## config.mk

```make
export PLATFORM = sky130hd
export DESIGN_NAME = pressure_temperature_compensation
export DESIGN_NICKNAME = d
export VERILOG_FILES = /design/src/hw/rtl/ptc_pkg.sv /design/src/hw/rtl/ptc_div.sv /design/src/hw/rtl/ptc_datapath.sv /design/src/hw/rtl/ptc_ctrl.sv /design/src/hw/rtl/pressure_temperature_compensation.sv
export SDC_FILE = /design/constraint.sdc
export NUM_CORES = 2
export LEC_CHECK = 0
export ABC_AREA = 1
export ABC_CLOCK_PERIOD_IN_PS = 24500
export BUFFER_PORTS_ARGS = -buffer_cell sky130_fd_sc_hd__buf_2
export CAP_MARGIN = 20
export CORE_MARGIN = 1
export CORE_UTILIZATION = 30
export CTS_CLUSTER_DIAMETER = 120
export DETAILED_ROUTE_END_ITERATION = 7
export PLACE_DENSITY = 0.52
export REMOVE_ABC_BUFFERS = 1
export SYNTH_ARGS = -nofsm -noshare
export SYNTH_HDL_FRONTEND = slang
export SYNTH_SLANG_ARGS = --single-unit
```

## constraint.sdc

```tcl
create_clock -name i_clk -period 24.5 [get_ports i_clk]
set_input_delay 0 -clock i_clk [delete_from_list [all_inputs] [get_ports i_clk]]
set_output_delay 0 -clock i_clk [all_outputs]
set_load 0.01 [all_outputs]
```

## src/hw/rtl/ptc_pkg.sv

```systemverilog
// Shared types and constants for the pressure/temperature compensation block.
`timescale 1ns / 1ps
`default_nettype none
package ptc_pkg;

    localparam logic [2:0] REG_A1 = 3'd0;
    localparam logic [2:0] REG_A2 = 3'd1;
    localparam logic [2:0] REG_A3 = 3'd2;
    localparam logic [2:0] REG_A4 = 3'd3;
    localparam logic [2:0] REG_A5 = 3'd4;
    localparam logic [2:0] REG_A6 = 3'd5;
    localparam logic [2:0] REG_BP = 3'd6;
    localparam logic [2:0] REG_MP = 3'd7;

    localparam logic OP_TEMP  = 1'b0;
    localparam logic OP_PRESS = 1'b1;

    localparam logic signed [31:0] B6_OFFSET = 32'sd4000;
    localparam logic [31:0]        B4_BIAS   = 32'd32768;
    localparam logic [31:0]        B7_SCALE  = 32'd50000;
    localparam logic [31:0]        MSB_MARK  = 32'h8000_0000;
    localparam logic signed [31:0] K_SQ      = 32'sd3038;
    localparam logic signed [31:0] K_LIN     = -32'sd7357;
    localparam logic signed [31:0] K_OFS     = 32'sd3791;

    // Datapath steps, issued one per cycle (divides wait on the divider, the result step on the output stall).
    typedef enum logic [4:0] {
        ST_IDLE,
        ST_T_X1A, ST_T_X1B, ST_T_DEN, ST_T_DIV, ST_T_WAIT, ST_T_FIN,
        ST_P_B6, ST_P_SQ, ST_P_X1, ST_P_X2, ST_P_B3, ST_P_Y1, ST_P_Y2,
        ST_P_X3, ST_P_B4, ST_P_B7, ST_P_DIV, ST_P_WAIT, ST_P_PU,
        ST_P_Q1, ST_P_Q2, ST_P_Q3, ST_P_Q4, ST_P_FIN,
        ST_OUT
    } t_state;

    typedef struct packed {
        t_state step;
        logic   load;
    } t_cmd;

    typedef struct packed {
        logic div_busy;
        logic div_zero;
    } t_status;

endpackage
`default_nettype wire

```

## src/hw/rtl/ptc_div.sv

```systemverilog
// Unsigned 32-bit restoring divider, one quotient bit per cycle.
`timescale 1ns / 1ps
`default_nettype none
module ptc_div (
    input  wire logic        i_clk,
    input  wire logic        i_rst_n,
    input  wire logic        i_start,
    input  wire logic [31:0] i_num,
    input  wire logic [31:0] i_den,
    output logic             o_busy,
    output logic [31:0]      o_quot
);
    logic [31:0] r_quot, n_quot;
    logic [31:0] r_rem, n_rem;
    logic [31:0] r_den;
    logic [5:0]  r_cnt, n_cnt;
    logic [32:0] trial;

    always_comb begin
        trial  = {r_rem, r_quot[31]} - {1'b0, r_den};
        n_rem  = r_rem;
        n_quot = r_quot;
        n_cnt  = r_cnt;
        if (r_cnt != 6'd0) begin
            if (!trial[32]) begin
                n_rem = trial[31:0];
            end else begin
                n_rem = {r_rem[30:0], r_quot[31]};
            end
            n_quot = {r_quot[30:0], ~trial[32]};
            n_cnt  = r_cnt - 6'd1;
        end
    end

    always_ff @(posedge i_clk) begin
        if (!i_rst_n) begin
            r_cnt <= 6'd0;
        end else if (i_start) begin
            r_cnt <= 6'd32;
        end else begin
            r_cnt <= n_cnt;
        end
    end

    always_ff @(posedge i_clk) begin
        if (i_start) begin
            r_quot <= i_num;
            r_rem  <= 32'd0;
            r_den  <= i_den;
        end else begin
            r_quot <= n_quot;
            r_rem  <= n_rem;
        end
    end

    assign o_busy = (r_cnt != 6'd0);
    assign o_quot = r_quot;
endmodule
`default_nettype wire

```

## src/hw/rtl/ptc_datapath.sv

```systemverilog
// Compensation datapath: calibration registers, work registers, multiplier, divider.
`timescale 1ns / 1ps
`default_nettype none
module ptc_datapath (
    input  wire logic            i_clk,
    input  wire logic            i_rst_n,
    input  wire ptc_pkg::t_cmd   i_cmd,
    output ptc_pkg::t_status     o_status,
    input  wire logic            i_cfg_we,
    input  wire logic [2:0]      i_cfg_index,
    input  wire logic [31:0]     i_cfg_data,
    input  wire logic            i_opcode,
    input  wire logic [23:0]     i_raw_word,
    input  wire logic [1:0]      i_oversampling,
    output logic                 o_result_kind,
    output logic signed [31:0]   o_compensated_value,
    output logic                 o_div_error
);
    import ptc_pkg::*;

    logic signed [15:0] r_a1, r_a2, r_a3, r_b1, r_b2, r_mc, r_md;
    logic [15:0]        r_a4, r_a5, r_a6;
    logic signed [31:0] r_b5;
    logic               r_kind;
    logic [23:0]        r_raw;
    logic [1:0]         r_oss;
    logic signed [31:0] r_b6, r_sq, r_x1, r_x2, r_b3, r_acc, r_p;
    logic [31:0]        r_b4, r_b7;
    logic signed [31:0] r_val;
    logic               r_err;

    logic signed [31:0] mul_a, mul_b, mul_p;
    logic [31:0]        div_num, div_den, div_q;
    logic               div_start, div_busy;
    logic signed [31:0] ut, up, den_t, mc_n, sum_t;
    logic signed [31:0] q_mag;
    logic               neg_q;

    ptc_div u_div (
        .i_clk  (i_clk),
        .i_rst_n(i_rst_n),
        .i_start(div_start),
        .i_num  (div_num),
        .i_den  (div_den),
        .o_busy (div_busy),
        .o_quot (div_q)
    );

    // One shared 32x32 wrap multiply, operands chosen by step.
    assign mul_p = mul_a * mul_b;
    assign ut    = {16'd0, r_raw[15:0]};
    assign up    = {8'd0, r_raw >> (4'd8 - {2'd0, r_oss})};
    assign den_t = r_x1 + 32'(r_md);
    assign mc_n  = 32'(r_mc) <<< 11;
    assign neg_q = mc_n[31] ^ den_t[31];
    assign q_mag = neg_q ? -div_q : div_q;
    assign sum_t = 32'(r_a1) * 32'sd4 + r_acc;

    always_comb begin
        mul_a = r_b6;
        mul_b = r_b6;
        case (i_cmd.step)
            ST_T_X1A: begin mul_a = ut - 32'($signed({1'b0, r_a6})); mul_b = 32'(r_a5); end
            ST_P_SQ:  begin mul_a = r_b6; mul_b = r_b6; end
            ST_P_X1:  begin mul_a = 32'(r_b2); mul_b = r_sq; end
            ST_P_X2:  begin mul_a = 32'(r_a2); mul_b = r_b6; end
            ST_P_Y1:  begin mul_a = 32'(r_a3); mul_b = r_b6; end
            ST_P_Y2:  begin mul_a = 32'(r_b1); mul_b = r_sq; end
            ST_P_B4:  begin mul_a = 32'(r_a4); mul_b = r_acc + B4_BIAS; end
            ST_P_B7:  begin mul_a = up - r_b3; mul_b = B7_SCALE >> r_oss; end
            ST_P_Q1:  begin mul_a = r_p >>> 8; mul_b = r_p >>> 8; end
            ST_P_Q2:  begin mul_a = r_x1; mul_b = K_SQ; end
            ST_P_Q3:  begin mul_a = K_LIN; mul_b = r_p; end
            default:  begin mul_a = r_b6; mul_b = r_b6; end
        endcase
    end

    always_comb begin
        div_start = 1'b0;
        div_num   = 32'd0;
        div_den   = 32'd0;
        case (i_cmd.step)
            ST_T_DIV: begin
                div_start = (den_t != 32'sd0);
                div_num   = mc_n[31] ? -mc_n : mc_n;
                div_den   = den_t[31] ? -den_t : den_t;
            end
            ST_P_DIV: begin
                div_start = (r_b4 != 32'd0);
                div_num   = (r_b7 < MSB_MARK) ? (r_b7 << 1) : r_b7;
                div_den   = r_b4;
            end
            default: begin
                div_start = 1'b0;
            end
        endcase
    end

    always_ff @(posedge i_clk) begin
        if (!i_rst_n) begin
            r_a1 <= '0; r_a2 <= '0; r_a3 <= '0; r_a4 <= '0; r_a5 <= '0; r_a6 <= '0;
            r_b1 <= '0; r_b2 <= '0; r_mc <= '0; r_md <= '0;
        end else if (i_cfg_we) begin
            case (i_cfg_index)
                REG_A1: r_a1 <= i_cfg_data[15:0];
                REG_A2: r_a2 <= i_cfg_data[15:0];
                REG_A3: r_a3 <= i_cfg_data[15:0];
                REG_A4: r_a4 <= i_cfg_data[15:0];
                REG_A5: r_a5 <= i_cfg_data[15:0];
                REG_A6: r_a6 <= i_cfg_data[15:0];
                REG_BP: begin r_b1 <= i_cfg_data[31:16]; r_b2 <= i_cfg_data[15:0]; end
                REG_MP: begin r_mc <= i_cfg_data[31:16]; r_md <= i_cfg_data[15:0]; end
                default: r_a1 <= r_a1;
            endcase
        end
    end

    always_ff @(posedge i_clk) begin
        if (!i_rst_n) begin
            r_b5 <= 32'sd0;
        end else if (i_cmd.step == ST_T_FIN) begin
            r_b5 <= r_x1 + q_mag;
        end
    end

    always_ff @(posedge i_clk) begin
        if (i_cmd.load) begin
            r_kind <= i_opcode;
            r_raw  <= i_raw_word;
            r_oss  <= i_oversampling;
            r_err  <= 1'b0;
        end
        case (i_cmd.step)
            ST_T_X1A: r_x1 <= mul_p >>> 15;
            ST_T_DEN: if (den_t == 32'sd0) begin r_err <= 1'b1; r_val <= 32'sd0; end
            ST_T_FIN: r_val <= (r_x1 + q_mag + 32'sd8) >>> 4;
            ST_P_B6:  r_b6 <= r_b5 - B6_OFFSET;
            ST_P_SQ:  r_sq <= mul_p >>> 12;
            ST_P_X1:  r_x1 <= mul_p >>> 11;
            ST_P_X2:  r_acc <= r_x1 + (mul_p >>> 11);
            ST_P_B3:  r_b3 <= ((sum_t <<< r_oss) + 32'sd2) / 4;
            ST_P_Y1:  r_x1 <= mul_p >>> 13;
            ST_P_Y2:  r_x2 <= mul_p >>> 16;
            ST_P_X3:  r_acc <= (r_x1 + r_x2 + 32'sd2) >>> 2;
            ST_P_B4:  r_b4 <= 32'($unsigned(mul_p)) >> 15;
            ST_P_B7:  r_b7 <= mul_p;
            ST_P_DIV: if (r_b4 == 32'd0) begin r_err <= 1'b1; r_val <= 32'sd0; end
            ST_P_PU:  r_p <= (r_b7 < MSB_MARK) ? div_q : (div_q << 1);
            ST_P_Q1:  r_x1 <= mul_p;
            ST_P_Q2:  r_x1 <= mul_p >>> 16;
            ST_P_Q3:  r_x2 <= mul_p >>> 16;
            ST_P_Q4:  r_acc <= (r_x1 + r_x2 + K_OFS) >>> 4;
            ST_P_FIN: r_val <= r_p + r_acc;
            default:  r_b7 <= r_b7;
        endcase
    end

    assign o_status.div_busy = div_busy;
    assign o_status.div_zero = r_err;
    assign o_result_kind       = r_kind;
    assign o_compensated_value = r_val;
    assign o_div_error         = r_err;
endmodule
`default_nettype wire

```

## src/hw/rtl/ptc_ctrl.sv

```systemverilog
// Step sequencer for the compensation datapath and the handshake on both sides.
`timescale 1ns / 1ps
`default_nettype none
module ptc_ctrl (
    input  wire logic           i_clk,
    input  wire logic           i_rst_n,
    input  wire logic           i_valid,
    input  wire logic           i_opcode,
    output logic                o_stall,
    output logic                o_valid,
    input  wire logic           i_stall,
    output ptc_pkg::t_cmd       o_cmd,
    input  wire ptc_pkg::t_status i_status
);
    import ptc_pkg::*;

    t_state r_state, n_state;

    always_ff @(posedge i_clk) begin
        if (!i_rst_n) begin
            r_state <= ST_IDLE;
        end else begin
            r_state <= n_state;
        end
    end

    always_comb begin
        n_state    = r_state;
        o_cmd.step = r_state;
        o_cmd.load = 1'b0;
        o_stall    = 1'b1;
        o_valid    = 1'b0;
        case (r_state)
            ST_IDLE: begin
                o_stall    = 1'b0;
                o_cmd.load = i_valid;
                if (i_valid) begin
                    n_state = (i_opcode == OP_TEMP) ? ST_T_X1A : ST_P_B6;
                end
            end
            ST_T_X1A:  n_state = ST_T_X1B;
            ST_T_X1B:  n_state = ST_T_DEN;
            ST_T_DEN:  n_state = ST_T_DIV;
            ST_T_DIV:  n_state = i_status.div_zero ? ST_OUT : ST_T_WAIT;
            ST_T_WAIT: if (!i_status.div_busy) begin n_state = ST_T_FIN; end
            ST_T_FIN:  n_state = ST_OUT;
            ST_P_B6:   n_state = ST_P_SQ;
            ST_P_SQ:   n_state = ST_P_X1;
            ST_P_X1:   n_state = ST_P_X2;
            ST_P_X2:   n_state = ST_P_B3;
            ST_P_B3:   n_state = ST_P_Y1;
            ST_P_Y1:   n_state = ST_P_Y2;
            ST_P_Y2:   n_state = ST_P_X3;
            ST_P_X3:   n_state = ST_P_B4;
            ST_P_B4:   n_state = ST_P_B7;
            ST_P_B7:   n_state = ST_P_DIV;
            ST_P_DIV:  n_state = ST_P_WAIT;
            ST_P_WAIT: begin
                if (i_status.div_zero) begin
                    n_state = ST_OUT;
                end else if (!i_status.div_busy) begin
                    n_state = ST_P_PU;
                end
            end
            ST_P_PU:   n_state = ST_P_Q1;
            ST_P_Q1:   n_state = ST_P_Q2;
            ST_P_Q2:   n_state = ST_P_Q3;
            ST_P_Q3:   n_state = ST_P_Q4;
            ST_P_Q4:   n_state = ST_P_FIN;
            ST_P_FIN:  n_state = ST_OUT;
            ST_OUT: begin
                o_valid = 1'b1;
                if (!i_stall) begin
                    n_state = ST_IDLE;
                end
            end
            default:   n_state = ST_IDLE;
        endcase
    end
endmodule
`default_nettype wire

```

## src/hw/rtl/pressure_temperature_compensation.sv

```systemverilog
// Top level of the barometric pressure and temperature compensation block.
`timescale 1ns / 1ps
`default_nettype none
// One reading is taken at a time. A temperature word and a pressure word each run one 32-bit
// unsigned division at one quotient bit per cycle, unless the divisor is zero. Pressure uses
// the intermediate term left by the last good temperature word (zero after reset). The user
// must write calibration through the config port only while no word is in flight; the block
// itself does not enforce this.
module pressure_temperature_compensation (
    input  wire logic               i_clk,
    input  wire logic               i_rst_n,
    input  wire logic               i_valid,
    output logic                    o_stall,
    input  wire logic               i_opcode,
    input  wire logic [23:0]        i_raw_word,
    input  wire logic [1:0]         i_oversampling,
    output logic                    o_valid,
    input  wire logic               i_stall,
    output logic                    o_result_kind,
    output logic signed [31:0]      o_compensated_value,
    output logic                    o_div_error,
    input  wire logic               i_cfg_valid,
    output logic                    o_cfg_ready,
    input  wire logic [2:0]         i_cfg_index,
    input  wire logic [31:0]        i_cfg_data
);
    import ptc_pkg::*;

    t_cmd    cmd;
    t_status status;

    assign o_cfg_ready = 1'b1;

    ptc_ctrl u_ctrl (
        .i_clk   (i_clk),
        .i_rst_n (i_rst_n),
        .i_valid (i_valid),
        .i_opcode(i_opcode),
        .o_stall (o_stall),
        .o_valid (o_valid),
        .i_stall (i_stall),
        .o_cmd   (cmd),
        .i_status(status)
    );

    ptc_datapath u_dp (
        .i_clk              (i_clk),
        .i_rst_n            (i_rst_n),
        .i_cmd              (cmd),
        .o_status           (status),
        .i_cfg_we           (i_cfg_valid),
        .i_cfg_index        (i_cfg_index),
        .i_cfg_data         (i_cfg_data),
        .i_opcode           (i_opcode),
        .i_raw_word         (i_raw_word),
        .i_oversampling     (i_oversampling),
        .o_result_kind      (o_result_kind),
        .o_compensated_value(o_compensated_value),
        .o_div_error        (o_div_error)
    );

    a_err_zero: assert property (@(posedge i_clk) disable iff (!i_rst_n)
        (o_valid && o_div_error) |-> (o_compensated_value == 32'sd0))
        else $error("division error with nonzero value");
    a_no_accept_busy: assert property (@(posedge i_clk) disable iff (!i_rst_n)
        o_valid |-> o_stall)
        else $error("input taken while result pending");
    a_div_idle_out: assert property (@(posedge i_clk) disable iff (!i_rst_n)
        o_valid |-> !status.div_busy)
        else $error("result shown while divider running");
endmodule
`default_nettype wire

```

# --- Yosys cells after proc, flatten, opt, wreduce, memory -nomap -nowiden ---
# Index checks and enable logic that the tools add are counted.
# W data, S select, Z words.
classes:
  add_sub_neg: 21
  n_mul: 1
  magnitude_cmp: 1
  n_eq_ne: 38
  shifts: 3
  n_mux: 35
  n_bitwise: 4
  reduce_logical: 26
op_table:
  columns: ["cell", "count"]
  rows:
  - ["$mux W32", 10]
  - ["$pmux W32 S10", 1]
  - ["$pmux W32 S7", 1]
  - ["$pmux W32 S5", 1]
  - ["$pmux W32 S2", 2]
  - ["$pmux W32 S4", 1]
  - ["$pmux W5 S25", 1]
  - ["$pmux W32 S3", 1]
  - ["$add A32 B16 Y32", 2]
  - ["$add A32 B3 Y32 const B", 2]
  - ["$add A32 B32 Y32", 2]
  - ["$logic_not A32 Y1", 2]
  - ["$neg A32 Y32", 2]
  - ["$reduce_bool A32 Y1", 2]
  - ["$eq A5 B5 Y1 const B", 10]
  - ["$eq A5 B4 Y1 const B", 8]
  - ["$sub A33 B32 Y33", 1]
  - ["$add A18 B32 Y32", 1]
  - ["$add A32 B1 Y32", 1]
  - ["$add A32 B13 Y32 const B", 1]
  - ["$add A32 B16 Y32 const B", 1]
  - ["$add A32 B21 Y32", 1]
  - ["$add A32 B5 Y32 const B", 1]
  - ["$lt A32 B32 Y1 const B", 1]
  - ["38 further kinds", 73]
totals:
  register_bits: 604
  in_bits: 67
  output_inout_bits: 37

# --- Depth between registers and ports, before layout ---
depth:
  ltp_word: 7
  ltp_mapped: 79
  mapped_depth_nobuf: 71

# --- Modules after synthesis ---
# Synthesis repeated with hierarchy kept, for this count alone.
unflattened:
  cells_unflattened: 9586
  hier_area_um2: 66129.7
by_module_without_submodules:
  columns: ["mod", "n_inst", "cells_per_inst", "area_per_inst_um2", "seq_area_each_um2"]
  rows:
  - ["ptc_datapath", 1, 8408, 58202.1, 12992.5]
  - ["ptc_div", 1, 1068, 7320.8, 2682.6]
  - ["ptc_ctrl", 1, 108, 595.6, 100.1]
  - ["pressure_temperature_compensation", 1, 2, 11.3, 0.0]

# --- Worst setup path before layout ---
# Ideal clock, no wire load.
synth_timing:
  path_type: "register -> register"
  start: "register u_dp.r_oss[0]"
  end: "register u_dp.r_acc[28], data pin"
  arrival_time_ns: 12.712
  required_ns: 24.240
  setup_slack_ns: 11.528
  stages_incl_launch_ff: 72
  synth_period_minus_slack_ns: 12.972
  cell_sequence: "edfxtp_1 > buf_2 > inv_1 > buf_1 > clkbuf_1 > clkbuf_1 > clkbuf_1 > ha_1 > clkbuf_1 > inv_1 > clkbuf_1 > o21ai_0 > nand2_1 > o21ai_0 > ha_1 > fa_1 > inv_1 > nand3_1 > [36 not listed] > nand2_1 > nand2_1 > xor2_1 > ha_1 > a21oi_1 > o21ai_0 > inv_1 > nand2_1 > nand3_1 > nand2_1 > a21boi_0 > o21ai_0 > a21boi_0 > o21ai_0 > nand2_1 > nand3_1 > nand3_1 > nand3_1"
synth_between:
  elab_chain_len: 7
  word_cells_on_any_way: 9
  classes_between: "3 x add/sub; 1 x mul; 2 x shift; 3 x mux"
synth_lines:
  columns: ["item", "line_no", "text"]
  rows:
  - ["start: declaration", "ptc_datapath.sv:26", "logic [1:0] r_oss;"]
  - ["start signal: assignment", "ptc_datapath.sv:130", "r_oss <= i_oversampling;"]
  - ["$sub A4 B2 Y4", "ptc_datapath.sv:52", "assign up = {8'd0, r_raw >> (4'd8 - {2'd0, r_oss})};"]
  - ["$shr A24 B4 Y24", "ptc_datapath.sv:52", null]
  - ["$sub A25 B32 Y32", "ptc_datapath.sv:70", "ST_P_B7: begin mul_a = up - r_b3; mul_b = B7_SCALE >> r_oss; end"]
  - ["$pmux W32 S10", "ptc_datapath.sv:62", "case (i_cmd.step)"]
  - ["$mul A32 B32 Y32 *", "ptc_datapath.sv:50", "assign mul_p = mul_a * mul_b;"]
  - ["via u_dp.mul_p[22]", "ptc_datapath.sv:32", "logic signed [31:0] mul_a, mul_b, mul_p;"]
  - ["$add A32 B21 Y32 *", "ptc_datapath.sv:140", "ST_P_X2: r_acc <= r_x1 + (mul_p >>> 11);"]
  - ["$pmux W32 S3 *", "ptc_datapath.sv:133", "case (i_cmd.step)"]
  - ["end signal: assignment", "ptc_datapath.sv:140", null]
  - ["end signal: assignment", "ptc_datapath.sv:144", "ST_P_X3: r_acc <= (r_x1 + r_x2 + 32'sd2) >>> 2;"]
  - ["end signal: assignment", "ptc_datapath.sv:152", "ST_P_Q4: r_acc <= (r_x1 + r_x2 + K_OFS) >>> 4;"]
  - ["end: declaration", "ptc_datapath.sv:27", "logic signed [31:0] r_b6, r_sq, r_x1, r_x2, r_b3, r_acc, r_p;"]
# The timed path passes the listed nets; every way through them passes the cells marked *.
# A chain may end at the register's enable or synchronous reset.

# --- Worst setup path after layout ---
layout_timing:
  start: "register u_dp.r_oss[0]"
  end: "register u_dp.r_acc[31], data pin"
# The elaborated chain is that of the path after synthesis.

==> flow_summary.toml <==
[sta]
rsz0062_at_grt = "false"
worstMarginPinSlew_ns = 1.15
setup_viol = 0
period_needed_ns = 15.93
final.setup.worst_slack_ns = 8.57
relSlewSlack_pct = 22.9
finalSetupTns_ns = 0
hold_viol = 0
worst_clock_skew_ns = 0.0336
slew_viol_final = 0
period_share_pct = 65.0
max_freq_mhz = 62.8

[placed_design]
dp_hpwl_um = 225000
dp.cells = 11800
place_congestion = 0.973
port_buffers = 102
post-place-ws_ns = 8.85

[clock_network]
cts-root-buf = "clkbuf_16"
clkSlewWorstSetupHoldPaths_ns = 0.06
clock_latency_ns = 0.72
cts_made_buffers = 75
cts.htree.levels = 3
cts_resized = 0
tritoncts = "built"
clock_path_buffers = 3
cts.sink_count = 604

[synth]
synth_seq_cells = 604
synthDistinctLibCells = 69
synth-warning-count = 0
ys_async_sr_fraction_pct = 0
syn_area_per_cell_um2 = 7.05
synth-edff-count = 368
synth_area_um2 = 63900
synth_cells = 9068
synth-seq-area-share_pct = 24.7
synth-main-ff-cell = "edfxtp_1"

[floorplanning]
fp.dieW_um = 464
fp.dieArea_um2 = 215000
row_count = 169
die_height_um = 464
initial_core_util_pct = 30.2
core_um2 = 212000
boundaryPins = 104

[layout]
synthToLayoutAreaGrowth_pct = 11.5
fillers = 22900
layout-drive-gt1-share_pct = 5.56
fin_nets = 10100
layout.cells.non_filler = 12100

[drt]
detail-route-antenna-nets = 0
num_vias = 63200
avgRoutedWirePerCell_um = 23.7
drc_errors = 0
dr.pass1.iters = 8
drtIter0Drc = 6337
drt_wl_total_um = 286000
viasPerCell = 5.24

[worst_hold_path]
hold_path_end = "u_dp.r_raw[17]$_DFFE_PP_"
hold_depth = 2
hold_start = "i_raw_word[17]"
worstHoldPathType = "in2reg"

[setup_path]
critPathMaxStageDelay_ns = 1.00
rr_worst_depth = 62
reg2reg_to = "u_dp.r_acc[31]$_DFFE_PP_"
crit_top_cell = "inv_1"
required_ns = 24.96
cp-start-kind = "flop"
crit_path_start = "u_dp.r_oss[0]$_DFFE_PP_"
crit_path_end_kind = "flop"
cpMaxStageDelayCell = "inv_1"
worstSetupPathType = "reg2reg"
rr_startpoint = "u_dp.r_oss[0]$_DFFE_PP_"
ff2ff_setup_slack_ns = 8.57
critPathArrivalTime_ns = 16.39
worstPathMaxFanout = 57

[global_route]
grt_pass1_vias = 60500
grt_usage_pct = 26.0
grt_pass1_wl_um = 414000
antenna_found_initial = 31
grt.overflow.total = 0
grt_start_max_net_pins = 176

[job]
cap_violations = 0

[status]
status = "completed"
==> worst max-delay path by stage <==
| stage | slack [ns] | cells past startpoint | end |
|---|---|---|---|
| after global placement | 8.85 | 63 | u_dp.r_acc[31]$_DFFE_PP_ |
| after global routing | 7.75 | 63 | u_dp.r_acc[31]$_DFFE_PP_ |
| final | 8.57 | 62 | u_dp.r_acc[31]$_DFFE_PP_ |
| after CTS | 8.84 | 53 | u_dp.r_acc[24]$_DFFE_PP_ |
| after floorplan | 10.95 | 62 | u_dp.r_acc[28]$_DFFE_PP_ |
| after detailed placement | 8.85 | 52 | u_dp.r_acc[24]$_DFFE_PP_ |
==> layout by cell type, fill, tap and decap left out, types with 12 or more instances in the layout <==
cell / instances
a21o_1: 16
o22ai_1: 21
nand4_1: 130
ha_1: 427
xnor2_1: 75
a221oi_1: 13
o21ai_1: 22
inv_1: 1434
o21bai_1: 25
o21a_1: 20
inv_2: 29
xor2_1: 182
nand3_2: 18
nand3b_1: 34
or2_2: 61
a22oi_1: 15
nand2_1: 2004
clkinv_1: 15
dfxtp_1: 236
nor2_1: 1198
a21oi_1: 516
buf_4: 108
fa_1: 417
nor3_1: 114
diode_2: 12
dlygate4sd3_1: 81
o21ai_0: 580
a21boi_0: 17
buf_2: 101
clkbuf_16: 77
nand3_1: 514
a211oi_1: 16
a31oi_1: 46
nor4_1: 26
o211ai_1: 65
edfxtp_1: 368
nor2_2: 23
==> layer usage <==
layer | vias to the layer above | share of wire, % | global-route usage, % | wire (µm)
met2 | 2628 | 44 | 40.2 | 125000
li1 | 29500 | - | - | -
met4 | 16 | 6.4 | 14.5 | 18400
met5 | - | 0.038 | 0 | 109
met3 | 615 | 7.5 | 4.53 | 21300
met1 | 30500 | 42 | 34.2 | 121000
==> metrics by stage <==
step	utilization [%]	area [µm²]	hold WS (ns)
6_report	33.6	71300	0.0321
5_1_grt	33.6	71200	0.0176
4_1_cts	33.6	71200	0.00152
3_5_place_dp	32.0	67800	0.179
3_3_place_gp	32.0	67800	0.176
2_1_floorplan	-	62800	0.0976
==> layout make-up <==
| cell class | count | area (µm²) | area share, % |
|---|---|---|---|
| multi-input cells | 6720 | 41600 | 58.4 |
| flip-flops and latches | 604 | 15800 | 22.1 |
| inverters | 1476 | 5540 | 7.77 |
| well taps | 2821 | 3530 | 4.95 |
| repair buffers | 293 | 2170 | 3.05 |
| clock buffers | 95 | 2060 | 2.89 |
| clock inverters | 39 | 547 | 0.767 |
| diodes | 12 | 30.0 | 0.0421 |
==> synthesized netlist by cell type, drive strengths merged (21+ instances only) <==
master / n / area [µm²]
nand2: 2017 / 7620
inv: 1465 / 5500
nor2: 1233 / 4740
o21ai: 611 / 3100
nand3: 532 / 2750
a21oi: 519 / 2610
ha: 427 / 5340
fa: 417 / 8350
edfxtp: 368 / 11100
dfxtp: 236 / 4720
clkbuf: 194 / 728
xor2: 182 / 1590
nand4: 130 / 813
nor3: 123 / 651
buf: 77 / 384
xnor2: 75 / 657
or2: 66 / 413
o211ai: 65 / 488
a31oi: 46 / 288
nand3b: 34 / 255
nor4: 26 / 163
o21bai: 25 / 188
o22ai: 21 / 131
==> worst max-delay path, delay by kind of cell (launching register included) <==
family	cells	cell delay, ns
AO/OA/AOI/OAI	14	3.22
buffers and inverters	16	3.49
flip-flops	1	0.33
adder cells (fa/ha/maj)	12	5.34
AND/OR/NAND/NOR	19	2.41
XOR/XNOR	1	0.86
==> flip-flops by register name, indices dropped and copies added, names as in the netlist, 32 cells and up <==
name and count:
u_dp.r_acc 32, u_dp.r_p 32, u_dp.u_div.r_den 32, u_dp.r_b7 32
u_dp.u_div.r_rem 32, u_dp.r_b5 32, u_dp.u_div.o_quot 32, u_dp.r_b6 32
u_dp.o_compensated_value 32, u_dp.r_b3 32, u_dp.r_x1 32
==> cell families (layout without fill, tap and decap cells) <==
group / after synthesis / in the layout / share of synthesized area, %
AND/OR/NAND/NOR: 4175 / 4175 / 27.4
buffers and inverters: 1747 / 1903 / 10.4
AO/OA/AOI/OAI: 1434 / 1434 / 12.5
adder cells (fa/ha/maj): 844 / 844 / 21.4
flip-flops: 604 / 604 / 24.7
XOR/XNOR: 258 / 258 / 3.56
multiplexers: 4 / 4 / 0.0626
other: 2 / 17 / 0.0117
==> what timing repair did <==
| item | 4_1_cts | 5_1_grt |
|---|---|---|
| buffers inserted | 0 | 0 |
| endpoints found under the setup margin | 0 | 0 |
| hold buffers | 81 | 0 |
| endpoints found under the hold margin | 206 | 0 |
Power is left out: the tool's default activity adds up to more than one toggle a clock period on the data nets, which glitch-free logic cannot reach.
